`src/fsslc_pkg.sv`:
```
// Shared types and constants for the frame sync / sequence loss counter.
package fsslc_pkg;

   // Configuration register indexes.
   localparam logic [1:0] CSR_SYNC_WORD = 2'd0;
   localparam logic [1:0] CSR_MIN_LEN   = 2'd1;
   localparam logic [1:0] CSR_MAX_LEN   = 2'd2;

   localparam int CSR_INDEX_W = 2;
   localparam int CSR_DATA_W  = 16;

   // Register reset values.
   localparam logic [15:0] SYNC_WORD_RST = 16'h55AA;
   localparam logic [15:0] MIN_LEN_RST   = 16'd56;
   localparam logic [15:0] MAX_LEN_RST   = 16'd8192;

   // Header is seven bytes; six are held, the seventh is the incoming byte.
   localparam int         WIN_DEPTH = 6;
   localparam logic [2:0] FILL_FULL = 3'd6;

   localparam int OUT_COUNT_W = 32;
   localparam int RSP_DATA_W  = 120;

   typedef struct packed {
      logic [1:0]  channel;
      logic [15:0] frame_index;
      logic [15:0] payload_len;
   } hdr_type;

   typedef struct packed {
      hdr_type                 hdr;
      logic [15:0]             lost_frames;
      logic [OUT_COUNT_W-1:0]  channel_frames;
      logic [OUT_COUNT_W-1:0]  channel_lost_total;
   } result_type;

endpackage

```
`src/frame_sync_sequence_loss_counter_unit.sv`:
```
// Top level of the frame sync deframer with per-channel sequence loss counting.
//
// Usage:
//   req_* : one stream byte per request (req_tdata[7:0]).
//   rsp_* : one result per completed frame: channel, frame index, payload
//           length, frames lost since the channel's previous index, and the
//           channel's saturating frame and loss counters.
//   csr_* : register writes (sync word, min and max payload length), taken
//           on any cycle with csr_wr_en high; write only while idle.
// Throughput: one byte per clock while not stalled. Per-byte work is a compare
//   on a six-byte shift window plus the incoming byte, or a payload down-counter.
// Result path: the edge that accepts a frame's last byte reads the channel
//   RAM, the next one updates the counters and loads the output buffer.
// Channel state (last index, frame and loss counters) lives in a RAM of
//   NUM_CHANNELS entries; per-entry valid flops make a fresh entry read as zero.
// Reset: registers return to their defaults, the window empties, the
//   deframer hunts, channel entries become invalid; req_tready is held low.
// Stall: a two-entry output buffer holds results; req_tready drops only
//   when the buffer plus the result in flight reach two.
module frame_sync_sequence_loss_counter_unit #(
   parameter int NUM_CHANNELS = 3,
   parameter int COUNT_WIDTH  = 32
) (
   input  logic                                  clock,
   input  logic                                  reset,
   // req_tdata: [7:0] data_byte
   input  logic                                  req_tvalid,
   output logic                                  req_tready,
   input  logic [7:0]                            req_tdata,
   // rsp_tdata: [1:0] channel, [17:2] frame_index, [33:18] payload_len,
   //            [49:34] lost_frames, [81:50] channel_frames,
   //            [113:82] channel_lost_total, [119:114] zero
   output logic                                  rsp_tvalid,
   input  logic                                  rsp_tready,
   output logic [fsslc_pkg::RSP_DATA_W-1:0]      rsp_tdata,
   input  logic                                  csr_wr_en,
   input  logic [fsslc_pkg::CSR_INDEX_W-1:0]     csr_index,
   input  logic [fsslc_pkg::CSR_DATA_W-1:0]      csr_wr_data
);
   import fsslc_pkg::*;

   localparam int ADDR_W = (NUM_CHANNELS > 1) ? $clog2(NUM_CHANNELS) : 1;
   localparam logic [7:0] NUM_CH_B = 8'(NUM_CHANNELS);

   // configuration
   logic [15:0] sync_word_ff;
   logic [15:0] min_len_ff;
   logic [15:0] max_len_ff;

   // deframer state
   logic [7:0]        window_ff [WIN_DEPTH];
   logic [7:0]        window_in [WIN_DEPTH];
   logic [2:0]        fill_ff, fill_in;
   logic              in_payload_ff, in_payload_in;
   logic [15:0]       remain_ff, remain_in;
   hdr_type           hdr_ff, hdr_in;
   logic [ADDR_W-1:0] addr_ff, addr_in;

   // header decode of window plus the incoming byte
   logic [15:0]       win_word;
   logic [15:0]       win_len;
   logic [7:0]        win_flag;
   logic [15:0]       win_idx;
   logic              hdr_ok;
   hdr_type           win_hdr;
   logic [ADDR_W-1:0] win_addr;

   logic              req_fire;
   logic              upd_valid;
   logic [ADDR_W-1:0] upd_addr;
   hdr_type           upd_hdr;
   logic              res_valid;
   result_type        res;

   // output buffer: head drives rsp, skid catches a second result
   result_type head_ff, skid_ff;
   logic       head_valid_ff, skid_valid_ff;
   logic       rsp_fire;

   assign req_fire = req_tvalid && req_tready;
   // occupancy counts the buffer plus the result in the stats stage
   assign req_tready = !reset &&
                       ((2'(head_valid_ff) + 2'(skid_valid_ff) + 2'(res_valid)) < 2'd2);

   always_comb begin
      win_word = {window_ff[1], window_ff[0]};
      win_len  = {window_ff[3], window_ff[2]};
      win_flag = window_ff[4];
      win_idx  = {req_tdata, window_ff[5]};
      hdr_ok   = (win_word == sync_word_ff) && (win_flag >= 8'd1) &&
                 (win_flag <= NUM_CH_B) && (win_len >= min_len_ff) &&
                 (win_len <= max_len_ff);
      win_hdr.channel     = win_flag[1:0];
      win_hdr.frame_index = win_idx;
      win_hdr.payload_len = win_len;
      win_addr = ADDR_W'(win_flag - 8'd1);
   end

   always_comb begin
      window_in     = window_ff;
      fill_in       = fill_ff;
      in_payload_in = in_payload_ff;
      remain_in     = remain_ff;
      hdr_in        = hdr_ff;
      addr_in       = addr_ff;
      upd_valid     = 1'b0;
      upd_hdr       = hdr_ff;
      upd_addr      = addr_ff;
      if (req_fire) begin
         if (in_payload_ff) begin
            if (remain_ff <= 16'd1) begin
               // last payload byte: finish the held frame
               upd_valid     = 1'b1;
               in_payload_in = 1'b0;
               remain_in     = 16'd0;
               fill_in       = '0;
            end else begin
               remain_in = remain_ff - 16'd1;
            end
         end else begin
            for (int i = 0; i < WIN_DEPTH - 1; i++) begin
               window_in[i] = window_ff[i + 1];
            end
            window_in[WIN_DEPTH-1] = req_tdata;
            if (fill_ff != FILL_FULL) begin
               fill_in = fill_ff + 3'd1;
            end else if (hdr_ok) begin
               fill_in = '0;
               hdr_in  = win_hdr;
               addr_in = win_addr;
               if (win_len == 16'd0) begin
                  // empty payload finishes on the header's last byte
                  upd_valid = 1'b1;
                  upd_hdr   = win_hdr;
                  upd_addr  = win_addr;
               end else begin
                  in_payload_in = 1'b1;
                  remain_in     = win_len;
               end
            end
         end
      end
   end

   always_ff @(posedge clock) begin
      window_ff <= window_in;
      hdr_ff    <= hdr_in;
      addr_ff   <= addr_in;
   end

   always_ff @(posedge clock) begin
      if (reset) begin
         fill_ff       <= '0;
         in_payload_ff <= 1'b0;
         remain_ff     <= '0;
         sync_word_ff  <= SYNC_WORD_RST;
         min_len_ff    <= MIN_LEN_RST;
         max_len_ff    <= MAX_LEN_RST;
      end else begin
         fill_ff       <= fill_in;
         in_payload_ff <= in_payload_in;
         remain_ff     <= remain_in;
         if (csr_wr_en) begin
            unique case (csr_index)
               CSR_SYNC_WORD: sync_word_ff <= csr_wr_data;
               CSR_MIN_LEN:   min_len_ff   <= csr_wr_data;
               CSR_MAX_LEN:   max_len_ff   <= csr_wr_data;
               default: ;
            endcase
         end
      end
   end

   fsslc_stats #(
      .NUM_CHANNELS (NUM_CHANNELS),
      .COUNT_WIDTH  (COUNT_WIDTH),
      .ADDR_W       (ADDR_W)
   ) u_stats (
      .clock     (clock),
      .reset     (reset),
      .upd_valid (upd_valid),
      .upd_addr  (upd_addr),
      .upd_hdr   (upd_hdr),
      .res_valid (res_valid),
      .res       (res)
   );

   // output buffer
   assign rsp_fire   = head_valid_ff && rsp_tready;
   assign rsp_tvalid = head_valid_ff;
   assign rsp_tdata  = {6'd0, head_ff.channel_lost_total, head_ff.channel_frames,
                        head_ff.lost_frames, head_ff.hdr.payload_len,
                        head_ff.hdr.frame_index, head_ff.hdr.channel};

   always_ff @(posedge clock) begin
      if (reset) begin
         head_valid_ff <= 1'b0;
         skid_valid_ff <= 1'b0;
      end else begin
         priority if (res_valid && (!head_valid_ff || (rsp_fire && !skid_valid_ff))) begin
            head_valid_ff <= 1'b1;
         end else if (res_valid && rsp_fire) begin
            head_valid_ff <= 1'b1;
            skid_valid_ff <= 1'b1;
         end else if (res_valid) begin
            skid_valid_ff <= 1'b1;
         end else if (rsp_fire) begin
            head_valid_ff <= skid_valid_ff;
            skid_valid_ff <= 1'b0;
         end
      end
   end

   always_ff @(posedge clock) begin
      priority if (res_valid && (!head_valid_ff || (rsp_fire && !skid_valid_ff))) begin
         head_ff <= res;
      end else if (res_valid && rsp_fire) begin
         head_ff <= skid_ff;
         skid_ff <= res;
      end else if (res_valid) begin
         skid_ff <= res;
      end else if (rsp_fire) begin
         head_ff <= skid_ff;
      end
   end

endmodule

```
`src/fsslc_stats.sv`:
```
// Per-channel statistics: read-modify-write of index and saturating counters in a RAM.
module fsslc_stats #(
   parameter int NUM_CHANNELS = 3,
   parameter int COUNT_WIDTH  = 32,
   parameter int ADDR_W       = 2
) (
   input  logic                    clock,
   input  logic                    reset,
   input  logic                    upd_valid,
   input  logic [ADDR_W-1:0]       upd_addr,
   input  fsslc_pkg::hdr_type      upd_hdr,
   output logic                    res_valid,
   output fsslc_pkg::result_type   res
);
   import fsslc_pkg::*;

   localparam int ENTRY_W = 16 + 2 * COUNT_WIDTH;
   localparam logic [COUNT_WIDTH-1:0] COUNT_MAX = {COUNT_WIDTH{1'b1}};

   // entry layout: {loss_total, frame_count, prev_index}
   logic [ENTRY_W-1:0]     mem [NUM_CHANNELS];
   logic [ENTRY_W-1:0]     rd_data_ff;
   logic [NUM_CHANNELS-1:0] entry_valid_ff;
   logic [NUM_CHANNELS-1:0] entry_valid_in;
   logic                   s1_valid_ff;
   logic [ADDR_W-1:0]      s1_addr_ff;
   hdr_type                s1_hdr_ff;

   logic                   first;
   logic [15:0]            last_idx;
   logic [COUNT_WIDTH-1:0] cnt_rd;
   logic [COUNT_WIDTH-1:0] loss_rd;
   logic [15:0]            lost;
   logic [COUNT_WIDTH:0]   cnt_sum;
   logic [COUNT_WIDTH:0]   loss_sum;
   logic [COUNT_WIDTH-1:0] cnt_new;
   logic [COUNT_WIDTH-1:0] loss_new;
   logic [ENTRY_W-1:0]     wr_data;

   always_comb begin
      first    = !entry_valid_ff[s1_addr_ff];
      last_idx = first ? 16'd0 : rd_data_ff[15:0];
      cnt_rd   = first ? '0 : rd_data_ff[16 +: COUNT_WIDTH];
      loss_rd  = first ? '0 : rd_data_ff[16 + COUNT_WIDTH +: COUNT_WIDTH];
      lost     = first ? 16'd0 : (s1_hdr_ff.frame_index - last_idx - 16'd1);
      cnt_sum  = {1'b0, cnt_rd} + (COUNT_WIDTH + 1)'(1);
      loss_sum = {1'b0, loss_rd} + (COUNT_WIDTH + 1)'(lost);
      // carry out means the counter hit its ceiling
      cnt_new  = cnt_sum[COUNT_WIDTH]  ? COUNT_MAX : cnt_sum[COUNT_WIDTH-1:0];
      loss_new = loss_sum[COUNT_WIDTH] ? COUNT_MAX : loss_sum[COUNT_WIDTH-1:0];
      wr_data  = {loss_new, cnt_new, s1_hdr_ff.frame_index};

      entry_valid_in = entry_valid_ff;
      if (s1_valid_ff) begin
         entry_valid_in[s1_addr_ff] = 1'b1;
      end

      res_valid              = s1_valid_ff;
      res.hdr                = s1_hdr_ff;
      res.lost_frames        = lost;
      res.channel_frames     = OUT_COUNT_W'(cnt_new);
      res.channel_lost_total = OUT_COUNT_W'(loss_new);
   end

   // Frames finish at least seven bytes apart, so a read never overlaps
   // the write-back of the same entry.
   always_ff @(posedge clock) begin
      if (upd_valid) begin
         rd_data_ff <= mem[upd_addr];
      end
      if (s1_valid_ff) begin
         mem[s1_addr_ff] <= wr_data;
      end
      s1_addr_ff <= upd_addr;
      s1_hdr_ff  <= upd_hdr;
   end

   always_ff @(posedge clock) begin
      if (reset) begin
         s1_valid_ff    <= 1'b0;
         entry_valid_ff <= '0;
      end else begin
         s1_valid_ff    <= upd_valid;
         entry_valid_ff <= entry_valid_in;
      end
   end

endmodule

```
`config.mk`:
```
export PLATFORM = sky130hd
export DESIGN_NAME = frame_sync_sequence_loss_counter_unit
export DESIGN_NICKNAME = d
export VERILOG_FILES = /design/src/fsslc_pkg.sv /design/src/frame_sync_sequence_loss_counter_unit.sv /design/src/fsslc_stats.sv
export SDC_FILE = /design/constraint.sdc
export NUM_CORES = 1
export LEC_CHECK = 0
export ABC_AREA = 1
export BUFFER_PORTS_ARGS = -buffer_cell sky130_fd_sc_hd__buf_2
export CAP_MARGIN = 40
export CORE_MARGIN = 5
export CORE_UTILIZATION = 25
export DETAILED_ROUTE_END_ITERATION = 16
export GPL_ROUTABILITY_DRIVEN = 0
export GPL_TIMING_DRIVEN = 1
export SKIP_LAST_GASP = 1
export SLEW_MARGIN = 40
export SYNTH_ARGS = -nofsm -noshare
export SYNTH_HDL_FRONTEND = slang
export SYNTH_SLANG_ARGS = --single-unit
```
`constraint.sdc`:
```
create_clock -name clock -period 12.25 [get_ports clock]
set_input_delay 0.6125 -clock clock [delete_from_list [all_inputs] [get_ports clock]]
set_output_delay 0.6125 -clock clock [all_outputs]
set_load 0.02 [all_outputs]
```
Word level (Yosys, flattened, before mapping)
Memories as Yosys holds them, arrays and structs flattened. A register that Yosys moved wholly into a read port is not among the register bits.
Cells that the tools add are included.
Word-level totals
  input bits: 31
  register bits: 422
  memories: 1
  memory bits (writable): 240
  output and inout port bits: 122
  bits in read-only memories: 0
  bits in latches: 0
Memory list
  u_stats.mem: depth 3, width 80, rd ports 1, clocked after memory_dff 1, write ports 1, RTL line fsslc_stats.sv:21  | logic [ENTRY_W-1:0] mem [NUM_CHANNELS];
Cells by class
  bitwise operators: 4
  eq/ne operators: 8
  order comparisons: 8
  shifts and indexed selects: 0
  divide/modulo/power cells: 0
  multiplexer cells: 55
  add/sub/neg operators: 9
  multiply operators: 0
  reduce and logical (&&, ||, !) cells: 32
Operators by type and width (number)
  114-bit 2-to-1 mux: 6
  34-bit 2-to-1 mux: 5
  32-bit 2-to-1 mux: 4
  16-bit 2-to-1 mux: 7
  32-bit by 1-bit adder with 33-bit output, second input constant: 1
  32-bit by 16-bit adder with 33-bit output: 1
  16-bit by 1-bit subtractor with 16-bit output, second input constant: 2
  1-bit 2-to-1 mux: 22
  16-bit == test: 1
  16-bit >= comparator: 1
  16-bit by 1-bit less-or-equal comparator with 1-bit output, second input constant: 1
  16-bit less-or-equal comparator: 1
  16-bit zero test: 1
  16-bit subtractor: 1
  2-bit AND reduction: 7
  3-bit 2-to-1 mux: 4
  1-bit logical AND: 11
  2-bit 2-to-1 mux: 5
  3-bit nonzero test: 3
  8-bit by 1-bit >= comparator with 1-bit output, second input constant: 1
  8-bit by 2-bit less-or-equal comparator with 1-bit output, second input constant: 1
  4-bit AND reduction: 2
  3-bit inequality test, second input constant: 2
  2-bit inequality test, second input constant: 2
  19 further kinds: 24

Longest topological paths before layout
  word-level depth: 10
  depth in mapped cells: 35
  gate-level depth less buffers: 29

Cells and area by module
A second synthesis with hierarchy kept.
Unflattened totals
  cells, all modules: 2711
  area total of the unflattened synthesis: 31569.0 um2
By module, submodules not included
  fsslc_stats: seq. area each 10410.0 um2, times used 1, area each 16091.7 um2, cells each 1534
  frame_sync_sequence_loss_counter_unit: seq. area each 10770.3 um2, times used 1, area each 15477.3 um2, cells each 1177

Worst setup path after synthesis
OpenSTA, ideal clock, no wires.
  path type: register -> register
  from: register head_valid_ff (netlist: rsp_tvalid)
  to: register u_stats.rd_data_ff[0], read port of u_stats.mem (enable)
  data required time: 11.613 ns
  stages on the path, launching flop included: 9
  slack: 4.313 ns
  buffers on the path: 0
  data arrival time: 7.300 ns
  cell sequence: dfxtp_1 > ha_1 > a21oi_1 > nand2_1 > inv_1 > nand2_1 > inv_1 > o21ai_0 > a211oi_1
On the way
  cells in the longest elaborated chain, start to end: 6
  elaborated cells between the ends (all ways): 7
Ends and longest elaborated chain
  start: declaration: RTL line frame_sync_sequence_loss_counter_unit.sv:77  | logic head_valid_ff, skid_valid_ff;
  start signal: assignment: RTL line frame_sync_sequence_loss_counter_unit.sv:208  | head_valid_ff <= skid_valid_ff;
  1-bit by 1-bit adder with 2-bit output: RTL line frame_sync_sequence_loss_counter_unit.sv:83  | ((2'(head_valid_ff) + 2'(skid_valid_ff) + 2'(res_valid)) < 2'd2);
  2-bit by 1-bit adder with 2-bit output: RTL line frame_sync_sequence_loss_counter_unit.sv:83
  2-bit < comparator: RTL line frame_sync_sequence_loss_counter_unit.sv:83
  1-bit logical AND: RTL line frame_sync_sequence_loss_counter_unit.sv:82  | assign req_tready = !reset &&
  via req_tready: RTL line frame_sync_sequence_loss_counter_unit.sv:28  | output logic req_tready,
  1-bit logical AND: RTL line frame_sync_sequence_loss_counter_unit.sv:80  | assign req_fire = req_tvalid && req_tready;
  1-bit 2-to-1 mux: RTL line frame_sync_sequence_loss_counter_unit.sv:109  | if (req_fire) begin
  via u_stats.upd_valid: RTL line fsslc_stats.sv:9  | input logic upd_valid,
  end: declaration: RTL line fsslc_stats.sv:22  | logic [ENTRY_W-1:0] rd_data_ff;
The timed path passes the listed nets, and every way through them passes these cells.
A chain may end at the register's enable or synchronous reset.

==> metrics.md <==
| Metric | Value |
|---|---|
| Layout cells sized above 1 | `around 11%` |
| Min Clock Period, post-route | `5.54 ns` |
| DIE AREA | `about 140000 µm²` |
| Pwr Density | `143 nW/µm²` |
| Core area | `128000 µm²` |
| Synth top cells by count | `953 x nand2_1, 632 x edfxtp_1, 397 x inv_1` |
| GR Overflow Total | `0` |
| TritonRoute pass-1 iters | `5` |
| Layout Nets | `3367` |
| HP Class | `input pin to register` |
| EDFF count, synth | `about 630` |
| Num CTS Buffers | `79` |
| Chip width | `approximately 370 µm` |
| Core Util, Final | `29.4%` |
| Syn avg cell area | `10.3 µm²` |
| Top post-synthesis cells by area | `edfxtp_1 59%, nand2_1 11%, dfxtp_1 6.8%` |
| CP Buf/Inv Count | `4` |
| Synth unique cells | `52` |
| Register area share after synthesis | `65.9%` |
| Post-Syn Instances | `a little over 3000` |
| IO buf count | `between 100 and 150` |
| Data required, critical path | `approximately 13 ns` |
| Remaining DRCs | `0` |
| Critical Path AT | `~6.1 ns` |
| Final setup fails | `0` |
| Rows | `about 130` |
| Io pins | `~150` |
| RSZ-0062 raised after global routing | `false` |
| Fillers | `13066` |
| Ys flop type | `edfxtp_1` |
| Final wirelength | `~84000 µm` |
| Hold Buf Count CTS | `0` |
| Post-Place Setup Slack | `between 6 and 7 ns` |
| Final antenna-violating net count | `0` |
| Starting Density | `roughly 25%` |
| MaxCap Viol Count | `0` |
| HPWL Detailed | `54200 µm` |
| Routed vias | `approximately 22000` |
| Area Overhead vs Synth | `16.8%` |
| Achievable frequency | `around 180 MHz` |
| Worst setup margin | `between 6 and 7 ns` |
| First-pass GRT wire length | `roughly 130000 µm` |
| Clk sink count | `742` |
| DIE HEIGHT | `369 µm` |
| Worst-path clk slew | `approximately 0.060 ns` |
| CP max stage cell | `nand4_4` |
| Max_slew headroom | `a little under half` |
| Slew Viols, Final | `0` |
| Count leader, synth | `nand2_1` |
| Slew @ Worst Pin | `just over 0.8 ns` |
| Largest net degree at the start of global routing | `82` |
| Worst path most repeated cell | `nand2_1` |
| CP peak stage delay | `0.62 ns` |
| CP endpoint kind | `register` |
| Hold Vio Cnt, Final | `0` |
| Clk buf depth | `3` |
| Lkg Pwr | `15.5 nW` |
| CP Class | `register to register` |
| Initial antenna violation count | `6` |
| Yosys reg bits | `~740` |
| DRT iter0 DRCs | `between 1500 and 2000` |
| Setup_tns | `0 ns` |
| Max VDD drop | `between 80 and 90 µV` |
| CTS tree | `done` |
| Crit-path leading delay family | `simple AND/OR/NAND/NOR gates` |
| H-tree levels | `3` |
| Tot GR Track Use | `12.1%` |
| Postcts setup bufs | `0` |
| Vias in the first global route | `just over 20000` |
| Post-DR vias/cell | `roughly 4.3` |
| Async set or reset register ratio after synthesis | `0%` |
| Post-CTS resize count | `0` |
| Synth area leader | `edfxtp_1` |
| Clock skew | `about 0.043 ns` |
| Mapped cell area | `around 32000 µm²` |
| Worst skew pair latency | `~0.66 ns` |
| Avg WL per Cell | `16.8 µm` |
| Status | `finished, final reports clean` |
| Ys Warns | `0` |
| Final period util | `approximately 45%` |
| Clock root cell | `clkbuf_16` |
| Area share of the largest cell type after synthesis | `59.0%` |
| Worst Setup Start Kind | `register` |
| Max Fanout on Critical Path | `between 40 and 50` |
cell families (layout without fill, tap and decap cells):
group	count (synthesis)	in the layout	synth area share, %
fa+ha+maj	73	73	2.89
flops	742	742	65.9
other cells	1	8	0.0117
compound gates	265	265	4.52
simple gates	1478	1478	19.4
buf+inv	521	727	6.42
xor+xnor	33	33	0.899
stage by stage:
step           hold WS, ns  total power (W)  cell area, µm²  std cells
2_1_floorplan        0.409          0.00289           32200       3118
3_3_place_gp         0.413          0.00294           34700       4840
3_5_place_dp         0.414          0.00294           34800       4842
4_1_cts              0.114          0.00545           37500       4984
5_1_grt              0.138          0.00558           37600       4986
6_report             0.172          0.00538           37600       4988
report_power, final:
part           internal [W]  leakage (nW)  switching (W)
clock network       0.00144          1.32        0.00105
logic             0.0000396          7.15      0.0000883
registers           0.00274          7.08      0.0000187
total               0.00422          15.5        0.00116
path summary, 6_finish.rpt:
check	slack, ns	endpoint	start	depth (start not counted)
setup / recovery	6.71	rsp_tdata[102]	u_stats.s1_addr_ff[1]	25
hold / removal	0.17	win_hdr[22]	req_tdata[6]	1
setup reg to reg	6.71	rsp_tdata[102]	u_stats.s1_addr_ff[1]	25
hold reg to reg	0.43	skid_ff[85]	u_stats.res[85]	0
per-layer routing:
layer,vias to the layer above,part of all wire (%),GRT usage (%)
met3,113,6.7,2.81
met1,10355,44,15.8
met5,-,0.015,0
met4,2,2.1,3.32
li1,10628,-,-
met2,536,47,20.1
final cells by class:
class	count	area (µm²)	share of cell area [%]
diodes	2	5.00	0.0133
inverters	406	1530	4.07
multi-input cells	1855	9030	24.0
clock inverters	54	632	1.68
flip-flops and latches	742	21200	56.4
repair buffers	179	1050	2.81
well taps	1662	2080	5.54
clock buffers	88	2060	5.49
worst reg2reg max path, stage by stage, from the launching register on:
cell and delay, ns:
dfxtp_1 0.34, inv_1 0.11, nand3_1 0.12, nand3_4 0.17, buf_12 0.23, nand2_1 0.12
ha_1 0.22, fa_1 0.40, nand3_1 0.10, nand2_1 0.11, a21oi_1 0.28, o21ai_0 0.20
inv_1 0.09, o21ai_0 0.09, nor2_1 0.09, nand3b_1 0.13, inv_1 0.07, ha_1 0.40
nand2_1 0.13, nor4_1 0.27, nand2_1 0.08, nand2_1 0.43, nand4_4 0.63, nand3_1 0.45
nand2_1 0.08, nand2_1 0.07
state kept, by name (all words and copies together), names as in the netlist:
name,flops
sync_word_ff,16
max_len_ff,16
win_flag,8
in_payload_ff,1
u_stats.rd_data_ff,80
remain_ff,16
u_stats.res_valid,1
win_word,16
rsp_tdata,114
hdr_ff,34
u_stats.mem,240
skid_valid_ff,1
fill_ff,3
skid_ff,114
u_stats.entry_valid_ff,3
u_stats.s1_addr_ff,2
win_hdr,24
rsp_tvalid,1
min_len_ff,16
u_stats.res,34
addr_ff,2
cell usage in the layout, fill, tap and decap left out, types with 16 or more instances in the layout:
master / Yosys / layout
a21oi_1: 109 / 109
a31oi_1: 18 / 18
buf_2: 32 / 146
buf_4: 9 / 24
clkbuf_16: 0 / 80
clkinv_2: 0 / 16
dfxtp_1: 110 / 110
edfxtp_1: 632 / 632
ha_1: 71 / 71
inv_1: 397 / 395
nand2_1: 953 / 950
nand3_1: 263 / 262
nand3_2: 17 / 17
nand4_1: 18 / 18
nor2_1: 165 / 163
o21ai_0: 90 / 90
xor2_1: 18 / 18
Note: power is estimated with default switching activity, not from simulation.
